### config.mk
export PLATFORM = sky130hd
export DESIGN_NAME = mos6502_core_subset
export DESIGN_NICKNAME = d
export VERILOG_FILES = /design/src/hw/rtl/mcs_pkg.sv /design/src/hw/rtl/mos6502_core_subset.sv
export SDC_FILE = /design/constraint.sdc
export NUM_CORES = 1
export LEC_CHECK = 0
export BUFFER_PORTS_ARGS = -buffer_cell sky130_fd_sc_hd__clkbuf_2
export CAP_MARGIN = 15
export CORE_MARGIN = 4
export CORE_UTILIZATION = 40
export DETAILED_ROUTE_END_ITERATION = 10
export PLACE_DENSITY_LB_ADDON = 0.12
export SLEW_MARGIN = 20
export SYNTH_ARGS = -nofsm -noshare
export SYNTH_HDL_FRONTEND = slang
export SYNTH_SLANG_ARGS = --single-unit
### constraint.sdc
create_clock -name aclk -period 11.65 [get_ports aclk]
set_input_delay 0 -clock aclk [delete_from_list [all_inputs] [get_ports aclk]]
set_output_delay 0 -clock aclk [all_outputs]
set_load 0.01 [all_outputs]
### src/hw/rtl/mcs_pkg.sv
`timescale 1ns / 1ps
// ----------------------------------------------------------------------------
// mcs_pkg
// Types, constants and the opcode decoder of the 6502 subset core.
// ----------------------------------------------------------------------------
package mcs_pkg;

    typedef enum logic [1:0] {
        OP_RESPONSE = 2'd0,
        OP_RESTART  = 2'd1,
        OP_RESUME   = 2'd2,
        OP_NONE     = 2'd3
    } operation_t;

    typedef enum logic [2:0] {
        PH_OPC, PH_LO, PH_HI, PH_PLO, PH_PHI, PH_DATA, PH_WRITE
    } phase_t;

    typedef enum logic [3:0] {
        M_IMP, M_IMM, M_ZPG, M_ZPX, M_ZPY, M_ABS, M_ABX, M_ABY, M_XIND, M_INDY, M_IND
    } mode_t;

    typedef enum logic [4:0] {
        K_ILL, K_BRK, K_ADC, K_SBC, K_LDA, K_LDX, K_LDY, K_STA, K_STX, K_STY,
        K_TAX, K_TAY, K_TSX, K_TXA, K_TXS, K_TYA, K_JMP, K_CLC, K_SEC
    } kind_t;

    typedef struct packed {
        mode_t mode;
        kind_t kind;
    } decode_t;

    localparam logic [15:0] RESET_PC     = 16'hC000;
    localparam logic [7:0]  RESET_SP     = 8'hFF;
    localparam logic [7:0]  RESET_STATUS = 8'h20;

    // Status bit positions.
    localparam int FLAG_C = 0;
    localparam int FLAG_Z = 1;
    localparam int FLAG_V = 6;
    localparam int FLAG_N = 7;

    // Result word layout on the output channel.
    localparam int OUT_WIDTH     = 88;
    localparam int OUT_REQ_BIT   = 0;
    localparam int OUT_ADDR_LSB  = 1;
    localparam int OUT_WDATA_LSB = 17;
    localparam int OUT_FLAGS_LSB = 57;
    localparam int OUT_HALT_BIT  = 81;
    localparam int OUT_ILL_BIT   = 82;

    function automatic mode_t group_one_mode(logic [2:0] col);
        mode_t m;
        unique case (col)
            3'd0: m = M_XIND;
            3'd1: m = M_ZPG;
            3'd2: m = M_IMM;
            3'd3: m = M_ABS;
            3'd4: m = M_INDY;
            3'd5: m = M_ZPX;
            3'd6: m = M_ABY;
            default: m = M_ABX;
        endcase
        return m;
    endfunction

    function automatic decode_t decode(logic [7:0] op);
        decode_t    r;
        logic [2:0] hi;
        logic [2:0] col;
        hi     = op[7:5];
        col    = op[4:2];
        r.mode = M_IMP;
        r.kind = K_ILL;
        unique case (op)
            8'h00: r.kind = K_BRK;
            8'h18: r.kind = K_CLC;
            8'h38: r.kind = K_SEC;
            8'hAA: r.kind = K_TAX;
            8'hA8: r.kind = K_TAY;
            8'hBA: r.kind = K_TSX;
            8'h8A: r.kind = K_TXA;
            8'h9A: r.kind = K_TXS;
            8'h98: r.kind = K_TYA;
            8'h4C: begin r.kind = K_JMP; r.mode = M_ABS; end
            8'h6C: begin r.kind = K_JMP; r.mode = M_IND; end
            8'hA2: begin r.kind = K_LDX; r.mode = M_IMM; end
            8'hA6: begin r.kind = K_LDX; r.mode = M_ZPG; end
            8'hAE: begin r.kind = K_LDX; r.mode = M_ABS; end
            8'hB6: begin r.kind = K_LDX; r.mode = M_ZPY; end
            8'hBE: begin r.kind = K_LDX; r.mode = M_ABY; end
            8'hA0: begin r.kind = K_LDY; r.mode = M_IMM; end
            8'hA4: begin r.kind = K_LDY; r.mode = M_ZPG; end
            8'hAC: begin r.kind = K_LDY; r.mode = M_ABS; end
            8'hB4: begin r.kind = K_LDY; r.mode = M_ZPX; end
            8'hBC: begin r.kind = K_LDY; r.mode = M_ABX; end
            8'h86: begin r.kind = K_STX; r.mode = M_ZPG; end
            8'h8E: begin r.kind = K_STX; r.mode = M_ABS; end
            8'h96: begin r.kind = K_STX; r.mode = M_ZPY; end
            8'h84: begin r.kind = K_STY; r.mode = M_ZPG; end
            8'h8C: begin r.kind = K_STY; r.mode = M_ABS; end
            8'h94: begin r.kind = K_STY; r.mode = M_ZPX; end
            8'hEB: begin r.kind = K_SBC; r.mode = M_IMM; end
            default: begin
                // Group-one column layout for ADC, SBC, LDA and STA.
                if (op[1:0] == 2'b01) begin
                    if (hi == 3'd3) begin
                        r.kind = K_ADC;
                        r.mode = group_one_mode(col);
                    end else if (hi == 3'd7) begin
                        r.kind = K_SBC;
                        r.mode = group_one_mode(col);
                    end else if (hi == 3'd5) begin
                        r.kind = K_LDA;
                        r.mode = group_one_mode(col);
                    end else if (hi == 3'd4 && col != 3'd2) begin
                        r.kind = K_STA;
                        r.mode = group_one_mode(col);
                    end
                end
            end
        endcase
        return r;
    endfunction

endpackage

### src/hw/rtl/mos6502_core_subset.sv
`timescale 1ns / 1ps
// ----------------------------------------------------------------------------
// mos6502_core_subset
// Binary 6502 subset core that advances one bus access per accepted request.
// ----------------------------------------------------------------------------
// The core is driven by its bus: every request on the slave channel carries an
// operation in s_tuser (bus response, restart or resume) and, for a bus response,
// the byte that was read for the access the core asked for last. Every accepted
// request yields exactly one result on the master channel: the next access the
// core wants (address, read or write, store data), the register file, the
// program counter and the halt and illegal-opcode status.
// A request accepted at one edge shows its result from the next edge on. Unless
// the receiver stalls, a new request can be accepted in every cycle, so one bus
// access per cycle is sustained; the opcode decode and the 16-bit address adders
// between the state registers and the result register set the clock period.
// After reset the core sits at 0xC000 (or at start_address after a restart) and
// regards the opcode read there as already requested, so the first request
// should carry that opcode byte. The user must load the start address through
// cfg_wr_en and cfg_wr_data only while the core is idle; the core does not enforce it.
// When the receiver stalls, the result stays in the output register and the
// core accepts one more request only when that result is being taken in the
// same cycle; s_tready is low otherwise.
// ----------------------------------------------------------------------------
module mos6502_core_subset (
    input  logic        aclk,
    input  logic        aresetn,
    input  logic        cfg_wr_en,
    input  logic [15:0] cfg_wr_data,
    input  logic        s_tvalid,
    output logic        s_tready,
    input  logic [7:0]  s_tdata,   // [7:0] read_data
    input  logic [1:0]  s_tuser,   // [1:0] operation
    output logic        m_tvalid,
    input  logic        m_tready,
    // [0] request_valid, [16:1] bus_address, [24:17] write_data,
    // [32:25] accumulator, [40:33] index_x, [48:41] index_y,
    // [56:49] stack_pointer, [64:57] flags, [80:65] program_counter,
    // [81] halted, [82] illegal, [87:83] zero
    output logic [87:0] m_tdata,
    output logic [0:0]  m_tuser    // [0] is_write
);

    // Architectural state.
    logic [15:0]     start_addr_reg;
    logic [7:0]      acc_reg, acc_next;
    logic [7:0]      x_reg, x_next;
    logic [7:0]      y_reg, y_next;
    logic [7:0]      sp_reg, sp_next;
    logic [7:0]      status_reg, status_next;
    logic [15:0]     pc_reg, pc_next;
    mcs_pkg::phase_t phase_reg, phase_next;
    logic [7:0]      opcode_reg, opcode_next;
    logic [15:0]     ea_reg, ea_next;
    logic [15:0]     ptr_reg, ptr_next;
    logic            halt_reg, halt_next;
    logic            illegal_reg, illegal_next;

    // Output register.
    logic        m_tvalid_reg;
    logic [87:0] m_tdata_reg, m_tdata_next;
    logic        m_tuser_reg, m_tuser_next;

    logic                s_fire;
    mcs_pkg::operation_t op_in;
    logic [7:0]          rd;
    mcs_pkg::decode_t    dec_op;    // opcode being executed
    mcs_pkg::decode_t    dec_rd;    // byte arriving as a new opcode
    mcs_pkg::decode_t    dec_nx;    // opcode after this step
    mcs_pkg::phase_t     store_phase;

    // Value unit for ADC, SBC and loads.
    logic [7:0] alu_m;
    logic [8:0] alu_sum;
    logic [7:0] val_acc, val_x, val_y, val_status;

    // Implied instructions.
    logic [7:0] imp_acc, imp_x, imp_y, imp_sp, imp_status;
    logic       imp_halt, imp_illegal, imp_brk;

    // Address adders.
    logic [15:0] abs_base, abs_index, ind_base, ind_index;

    // Request fields of the result.
    logic        req_valid;
    logic [15:0] req_addr;
    logic        req_write;
    logic [7:0]  req_wdata;

    function automatic logic [7:0] with_nz(logic [7:0] st, logic [7:0] v);
        logic [7:0] r;
        r                 = st;
        r[mcs_pkg::FLAG_Z] = (v == 8'h00);
        r[mcs_pkg::FLAG_N] = v[7];
        return r;
    endfunction

    assign s_tready = !m_tvalid_reg || m_tready;
    assign s_fire   = s_tvalid && s_tready;
    assign op_in    = mcs_pkg::operation_t'(s_tuser);
    assign rd       = s_tdata;

    assign m_tvalid = m_tvalid_reg;
    assign m_tdata  = m_tdata_reg;
    assign m_tuser  = m_tuser_reg;

    assign dec_op = mcs_pkg::decode(opcode_reg);
    assign dec_rd = mcs_pkg::decode(rd);
    assign dec_nx = mcs_pkg::decode(opcode_next);

    assign store_phase = (dec_op.kind == mcs_pkg::K_STA || dec_op.kind == mcs_pkg::K_STX ||
                          dec_op.kind == mcs_pkg::K_STY) ? mcs_pkg::PH_WRITE
                                                         : mcs_pkg::PH_DATA;

    // SBC adds the complement of the operand with carry in.
    assign alu_m   = (dec_op.kind == mcs_pkg::K_SBC) ? ~rd : rd;
    assign alu_sum = {1'b0, acc_reg} + {1'b0, alu_m} + {8'h00, status_reg[mcs_pkg::FLAG_C]};

    always_comb begin
        val_acc    = acc_reg;
        val_x      = x_reg;
        val_y      = y_reg;
        val_status = status_reg;
        unique case (dec_op.kind)
            mcs_pkg::K_ADC, mcs_pkg::K_SBC: begin
                val_acc                     = alu_sum[7:0];
                val_status                  = with_nz(status_reg, alu_sum[7:0]);
                val_status[mcs_pkg::FLAG_C] = alu_sum[8];
                val_status[mcs_pkg::FLAG_V] = ~(acc_reg[7] ^ alu_m[7]) &
                                              (acc_reg[7] ^ alu_sum[7]);
            end
            mcs_pkg::K_LDA: begin
                val_acc    = rd;
                val_status = with_nz(status_reg, rd);
            end
            mcs_pkg::K_LDX: begin
                val_x      = rd;
                val_status = with_nz(status_reg, rd);
            end
            mcs_pkg::K_LDY: begin
                val_y      = rd;
                val_status = with_nz(status_reg, rd);
            end
            default: ;
        endcase
    end

    always_comb begin
        imp_acc     = acc_reg;
        imp_x       = x_reg;
        imp_y       = y_reg;
        imp_sp      = sp_reg;
        imp_status  = status_reg;
        imp_halt    = 1'b0;
        imp_illegal = 1'b0;
        imp_brk     = 1'b0;
        unique case (dec_rd.kind)
            mcs_pkg::K_TAX: begin imp_x = acc_reg; imp_status = with_nz(status_reg, acc_reg); end
            mcs_pkg::K_TAY: begin imp_y = acc_reg; imp_status = with_nz(status_reg, acc_reg); end
            mcs_pkg::K_TSX: begin imp_x = sp_reg;  imp_status = with_nz(status_reg, sp_reg);  end
            mcs_pkg::K_TXA: begin imp_acc = x_reg; imp_status = with_nz(status_reg, x_reg);   end
            mcs_pkg::K_TYA: begin imp_acc = y_reg; imp_status = with_nz(status_reg, y_reg);   end
            mcs_pkg::K_TXS: imp_sp = x_reg;
            mcs_pkg::K_CLC: imp_status[mcs_pkg::FLAG_C] = 1'b0;
            mcs_pkg::K_SEC: imp_status[mcs_pkg::FLAG_C] = 1'b1;
            mcs_pkg::K_BRK: begin imp_halt = 1'b1; imp_brk = 1'b1; end
            default: begin imp_halt = 1'b1; imp_illegal = 1'b1; end
        endcase
    end

    // Absolute and indirect address sums wrap within 16 bits.
    assign abs_base  = {rd, ea_reg[7:0]};
    assign abs_index = (dec_op.mode == mcs_pkg::M_ABX) ? {8'h00, x_reg} :
                       (dec_op.mode == mcs_pkg::M_ABY) ? {8'h00, y_reg} : 16'h0000;
    assign ind_base  = {rd, ea_reg[7:0]};
    assign ind_index = (dec_op.mode == mcs_pkg::M_INDY) ? {8'h00, y_reg} : 16'h0000;

    // Next state of the core for the request being accepted.
    always_comb begin
        acc_next     = acc_reg;
        x_next       = x_reg;
        y_next       = y_reg;
        sp_next      = sp_reg;
        status_next  = status_reg;
        pc_next      = pc_reg;
        phase_next   = phase_reg;
        opcode_next  = opcode_reg;
        ea_next      = ea_reg;
        ptr_next     = ptr_reg;
        halt_next    = halt_reg;
        illegal_next = illegal_reg;
        unique case (op_in)
            mcs_pkg::OP_RESTART: begin
                acc_next     = 8'h00;
                x_next       = 8'h00;
                y_next       = 8'h00;
                sp_next      = mcs_pkg::RESET_SP;
                status_next  = mcs_pkg::RESET_STATUS;
                pc_next      = start_addr_reg;
                phase_next   = mcs_pkg::PH_OPC;
                opcode_next  = 8'h00;
                ea_next      = 16'h0000;
                ptr_next     = 16'h0000;
                halt_next    = 1'b0;
                illegal_next = 1'b0;
            end
            mcs_pkg::OP_RESUME: begin
                if (halt_reg) begin
                    halt_next    = 1'b0;
                    illegal_next = 1'b0;
                    phase_next   = mcs_pkg::PH_OPC;
                end
            end
            mcs_pkg::OP_RESPONSE: begin
                if (!halt_reg) begin
                    unique case (phase_reg)
                        mcs_pkg::PH_OPC: begin
                            opcode_next = rd;
                            pc_next     = pc_reg + 16'd1;
                            if (dec_rd.mode == mcs_pkg::M_IMP) begin
                                acc_next     = imp_acc;
                                x_next       = imp_x;
                                y_next       = imp_y;
                                sp_next      = imp_sp;
                                status_next  = imp_status;
                                halt_next    = imp_halt;
                                illegal_next = imp_illegal;
                                // BRK also skips its padding byte.
                                if (imp_brk) begin
                                    pc_next = pc_reg + 16'd2;
                                end
                            end else begin
                                phase_next = mcs_pkg::PH_LO;
                            end
                        end
                        mcs_pkg::PH_LO: begin
                            pc_next = pc_reg + 16'd1;
                            unique case (dec_op.mode)
                                mcs_pkg::M_IMM: begin
                                    acc_next    = val_acc;
                                    x_next      = val_x;
                                    y_next      = val_y;
                                    status_next = val_status;
                                    phase_next  = mcs_pkg::PH_OPC;
                                end
                                mcs_pkg::M_ZPG: begin
                                    ea_next    = {8'h00, rd};
                                    phase_next = store_phase;
                                end
                                mcs_pkg::M_ZPX: begin
                                    ea_next    = {8'h00, rd + x_reg};
                                    phase_next = store_phase;
                                end
                                mcs_pkg::M_ZPY: begin
                                    ea_next    = {8'h00, rd + y_reg};
                                    phase_next = store_phase;
                                end
                                mcs_pkg::M_XIND: begin
                                    ptr_next   = {8'h00, rd + x_reg};
                                    phase_next = mcs_pkg::PH_PLO;
                                end
                                mcs_pkg::M_INDY: begin
                                    ptr_next   = {8'h00, rd};
                                    phase_next = mcs_pkg::PH_PLO;
                                end
                                mcs_pkg::M_IND: begin
                                    ptr_next   = {8'h00, rd};
                                    phase_next = mcs_pkg::PH_HI;
                                end
                                default: begin
                                    ea_next    = {8'h00, rd};
                                    phase_next = mcs_pkg::PH_HI;
                                end
                            endcase
                        end
                        mcs_pkg::PH_HI: begin
                            pc_next = pc_reg + 16'd1;
                            if (dec_op.mode == mcs_pkg::M_IND) begin
                                ptr_next   = {rd, ptr_reg[7:0]};
                                phase_next = mcs_pkg::PH_PLO;
                            end else begin
                                ea_next = abs_base + abs_index;
                                if (dec_op.kind == mcs_pkg::K_JMP) begin
                                    pc_next    = abs_base;
                                    phase_next = mcs_pkg::PH_OPC;
                                end else begin
                                    phase_next = store_phase;
                                end
                            end
                        end
                        mcs_pkg::PH_PLO: begin
                            ea_next    = {8'h00, rd};
                            phase_next = mcs_pkg::PH_PHI;
                        end
                        mcs_pkg::PH_PHI: begin
                            if (dec_op.mode == mcs_pkg::M_IND) begin
                                ea_next    = ind_base;
                                pc_next    = ind_base;
                                phase_next = mcs_pkg::PH_OPC;
                            end else begin
                                ea_next    = ind_base + ind_index;
                                phase_next = store_phase;
                            end
                        end
                        mcs_pkg::PH_DATA: begin
                            acc_next    = val_acc;
                            x_next      = val_x;
                            y_next      = val_y;
                            status_next = val_status;
                            phase_next  = mcs_pkg::PH_OPC;
                        end
                        default: begin
                            // After a write the response byte means nothing.
                            phase_next = mcs_pkg::PH_OPC;
                        end
                    endcase
                end
            end
            default: ;
        endcase
    end

    // Request named by the state after this step.
    always_comb begin
        req_valid = !halt_next;
        req_addr  = 16'h0000;
        req_write = 1'b0;
        req_wdata = 8'h00;
        if (!halt_next) begin
            unique case (phase_next)
                mcs_pkg::PH_PLO: req_addr = ptr_next;
                mcs_pkg::PH_PHI: begin
                    // Zero-page pointers wrap in page zero; JMP indirect carries.
                    if (dec_nx.mode == mcs_pkg::M_IND) begin
                        req_addr = ptr_next + 16'd1;
                    end else begin
                        req_addr = {8'h00, ptr_next[7:0] + 8'd1};
                    end
                end
                mcs_pkg::PH_DATA: req_addr = ea_next;
                mcs_pkg::PH_WRITE: begin
                    req_addr  = ea_next;
                    req_write = 1'b1;
                    req_wdata = (dec_nx.kind == mcs_pkg::K_STX) ? x_next :
                                (dec_nx.kind == mcs_pkg::K_STY) ? y_next : acc_next;
                end
                default: req_addr = pc_next;
            endcase
        end
    end

    assign m_tdata_next = {5'b00000, illegal_next, halt_next, pc_next, status_next, sp_next,
                           y_next, x_next, acc_next, req_wdata, req_addr, req_valid};
    assign m_tuser_next = req_write;

    always_ff @(posedge aclk) begin
        if (!aresetn) begin
            start_addr_reg <= mcs_pkg::RESET_PC;
        end else if (cfg_wr_en) begin
            start_addr_reg <= cfg_wr_data;
        end
    end

    always_ff @(posedge aclk) begin
        if (!aresetn) begin
            acc_reg      <= 8'h00;
            x_reg        <= 8'h00;
            y_reg        <= 8'h00;
            sp_reg       <= mcs_pkg::RESET_SP;
            status_reg   <= mcs_pkg::RESET_STATUS;
            pc_reg       <= mcs_pkg::RESET_PC;
            phase_reg    <= mcs_pkg::PH_OPC;
            opcode_reg   <= 8'h00;
            ea_reg       <= 16'h0000;
            ptr_reg      <= 16'h0000;
            halt_reg     <= 1'b0;
            illegal_reg  <= 1'b0;
        end else if (s_fire) begin
            acc_reg      <= acc_next;
            x_reg        <= x_next;
            y_reg        <= y_next;
            sp_reg       <= sp_next;
            status_reg   <= status_next;
            pc_reg       <= pc_next;
            phase_reg    <= phase_next;
            opcode_reg   <= opcode_next;
            ea_reg       <= ea_next;
            ptr_reg      <= ptr_next;
            halt_reg     <= halt_next;
            illegal_reg  <= illegal_next;
        end
    end

    always_ff @(posedge aclk) begin
        if (!aresetn) begin
            m_tvalid_reg <= 1'b0;
        end else if (s_fire) begin
            m_tvalid_reg <= 1'b1;
        end else if (m_tready) begin
            m_tvalid_reg <= 1'b0;
        end
    end

    always_ff @(posedge aclk) begin
        if (s_fire) begin
            m_tdata_reg <= m_tdata_next;
            m_tuser_reg <= m_tuser_next;
        end
    end

endmodule

==> run summary <==
Clock Skews: 0.0245 ns
Crit path to: m_tdata[15]
Setup bufs post-CTS: 0
Setup CP Type: register to register
Worst EP required: 11.93 ns
Final period utilization: 53.0%
Worst R2R Setup Slack: 5.47 ns
Number of port buffers: 116
Most common cell after layout, fill and taps aside: nor2_1
Slew @ Worst Pin: 1.23 ns
Die W: 208 um
RSZ-0062 raised after global routing: no
First-pass GRT wire length: 106000 um
Detailed Route WL: 71600 um
Status: finished clean
Largest area contributor in the netlist: edfxtp_1
CTS root buf: clkbuf_16
Type of the tightest min-delay check: input pin to register
Worst Setup SP: opcode_reg[7]
Setup TNS Final: 0 ns
Top-area cell type share of the netlist area: 15.7%
Chip height: 208 um
Synthesis Warnings: 0
Row count: 73
Cell Area, Synth: 0.0161 mm^2
Seq/Total Area, Yosys: 30.4%
Ys flop type: dfxtp_1
Clock latency on the worst-skew pair: 0.55 ns
DP HPWL: 50200 um
Max FFs per register: 83
Slew margin rel.: 17.6%
H-tree depth: 1
Overflow after GRT: 0
Final Hold Fails: 0
Number of global-route vias before repair: 16300
Clk slew on worst S/H paths: 0.06 ns
Reg2reg end: m_tdata[15]
Violation count after the first detailed-route iteration: 2359
Critical path arrival: 6.46 ns
Most frequent cells in the layout: nor2_1 (203), nand2_1 (200), a21oi_1 (166)
Post-synth EDFFs: 84
Largest net degree at the start of global routing: 102
Leakage: 6.64 nW
Router iterations before antenna repair: 8
Filler cells: 3964
Total track usage: 31.3%
Library cells used by synthesis: 105
Max FO, Critical Path: 18
Peak supply drop: 0.0000883 V
DR vias: 17500
Synth area leaders: edfxtp_1 (16%), dfxtp_1 (15%), a21oi_1 (5.2%)
Core box area: 0.0397 mm^2
Drt drc: 0
Via/cell ratio: 6.70
Initial core utilization: 40.4%
Startpoint types: register
Yosys reg bits: 202
Cell Count, Final, Fillers Out: 2608
Avg WL per Cell: 27.4 um
Setup violators final: 0
P per Cell Area: 123 mW/mm^2
Buffer depth of the longest clock path: 3
Fraction of layout cells with a size suffix above 1: 12.6%
CTS tree: done
IO Count: 122
Clk sink count: 202
Dpl cells: 2545
Final nets: 2144
GPL Wtd Cong: 0.986
Worst r2r src: opcode_reg[7]
Async SR Flop Fraction: 0%
Final slew viol count: 0
Routed Antenna Nets: 0
Mean post-synth cell area: 7.92 um^2
Worst setup EP type: register
Max Cap Viol: 0
CTS Buf Count: 24
Post-Syn Instances: 2027
Max Clk Rate: 162 MHz
Synth-to-layout area growth: 12.2%
Die area: 0.0434 mm^2
R2R depth: 19
Final min period: 6.18 ns
Antenna violations before repair: 1
[power by group]
part           internal, mW  switching [mW]  total, mW
sequential            0.790          0.0583      0.848
combinational         0.178           0.369      0.547
clock                 0.511           0.318      0.828
[cells in the mapped netlist (22+ instances only)]
cell type and number:
edfxtp_1 84, nor4_1 25, a211oi_1 46, inv_1 48, nor3_1 54, o22ai_1 38, nand3_1 46, mux2i_1 41
clkbuf_1 140, nor2_1 203, o21ai_0 128, o211ai_1 22, dfxtp_1 118, ha_1 43, nand2b_1 25, a31oi_1 22
nand2_1 201, a21oi_1 167, a21o_1 22, and2_1 30, a22oi_1 29, xnor2_1 34
[cells by family after synthesis]
family	count (synthesis)	synth area share, %
adder cells (fa/ha/maj)	49	4.10
other	1	0.0234
XOR/XNOR	51	2.78
multiplexers	51	3.26
flip-flops	202	30.4
AND/OR/NAND/NOR	717	22.0
buffers and inverters	221	5.46
AO/OA/AOI/OAI	735	31.9
[worst min path at each step]
| stage | slack, ns | from | endpoint | depth (start not counted) |
|---|---|---|---|---|
| finish | 0.10 | s_tdata[7] | opcode_reg[7] | 4 |
| global route | 0.15 | cfg_wr_en | start_addr_reg[10] | 3 |
| CTS | 0.09 | s_tdata[7] | opcode_reg[7] | 4 |
| detailed placement | 0.22 | cfg_wr_data[14] | start_addr_reg[14] | 3 |
| global placement | 0.22 | cfg_wr_data[15] | start_addr_reg[15] | 3 |
| floorplan | 0.13 | cfg_wr_data[14] | start_addr_reg[14] | 2 |
[critical path, stage by stage (launching register included)]
cell,delay [ns]
dfxtp_1,0.65
nor3b_2,0.73
o211ai_1,0.48
a221o_1,0.64
nand2_1,0.45
mux2i_1,0.14
nor2_1,0.13
ha_1,0.20
inv_1,0.07
fa_1,0.39
nand2b_1,0.17
a21oi_1,0.26
a211o_1,0.20
nand4_1,0.14
nor3_1,0.26
xnor2_1,0.10
a221o_1,0.38
a32oi_1,0.19
o32ai_1,0.10
a31o_2,0.24
[final cells by class]
type	instances	area, um^2	area share [%]
multi-input cells	1608	10300	57.4
repair buffers	179	1100	6.10
clock inverters	11	184	1.02
well taps	525	657	3.65
diodes	1	2.50	0.0139
flip-flops and latches	202	4880	27.1
clock buffers	33	666	3.70
inverters	49	189	1.05
[through the flow]
stage	instance area (um^2)	hold slack, ns	util [%]	worst slack, ns	power [mW]
6_report	18000	0.102	45.3	5.47	2.22
5_1_grt	18000	0.145	45.3	5.07	2.30
4_1_cts	18000	0.0883	45.3	5.57	2.22
3_5_place_dp	17000	0.223	42.7	5.61	1.38
3_3_place_gp	17000	0.218	42.7	5.74	1.38
2_1_floorplan	16100	0.128	-	6.48	1.19
[what timing repair did]
action,CTS,global route
endpoints found under the setup margin,0,0
hold buffers,18,0
gates resized for setup,0,0
endpoints found under the hold margin,17,0
[layer usage]
metal	GRT usage, %	vias up	part of all wire [%]
met1	45.8	8402	43
met3	6.38	195	12
met5	0	-	0.017
met4	11.6	2	4.3
met2	45.5	1103	41
li1	-	7774	-
(Power assumes the default switching activity.)
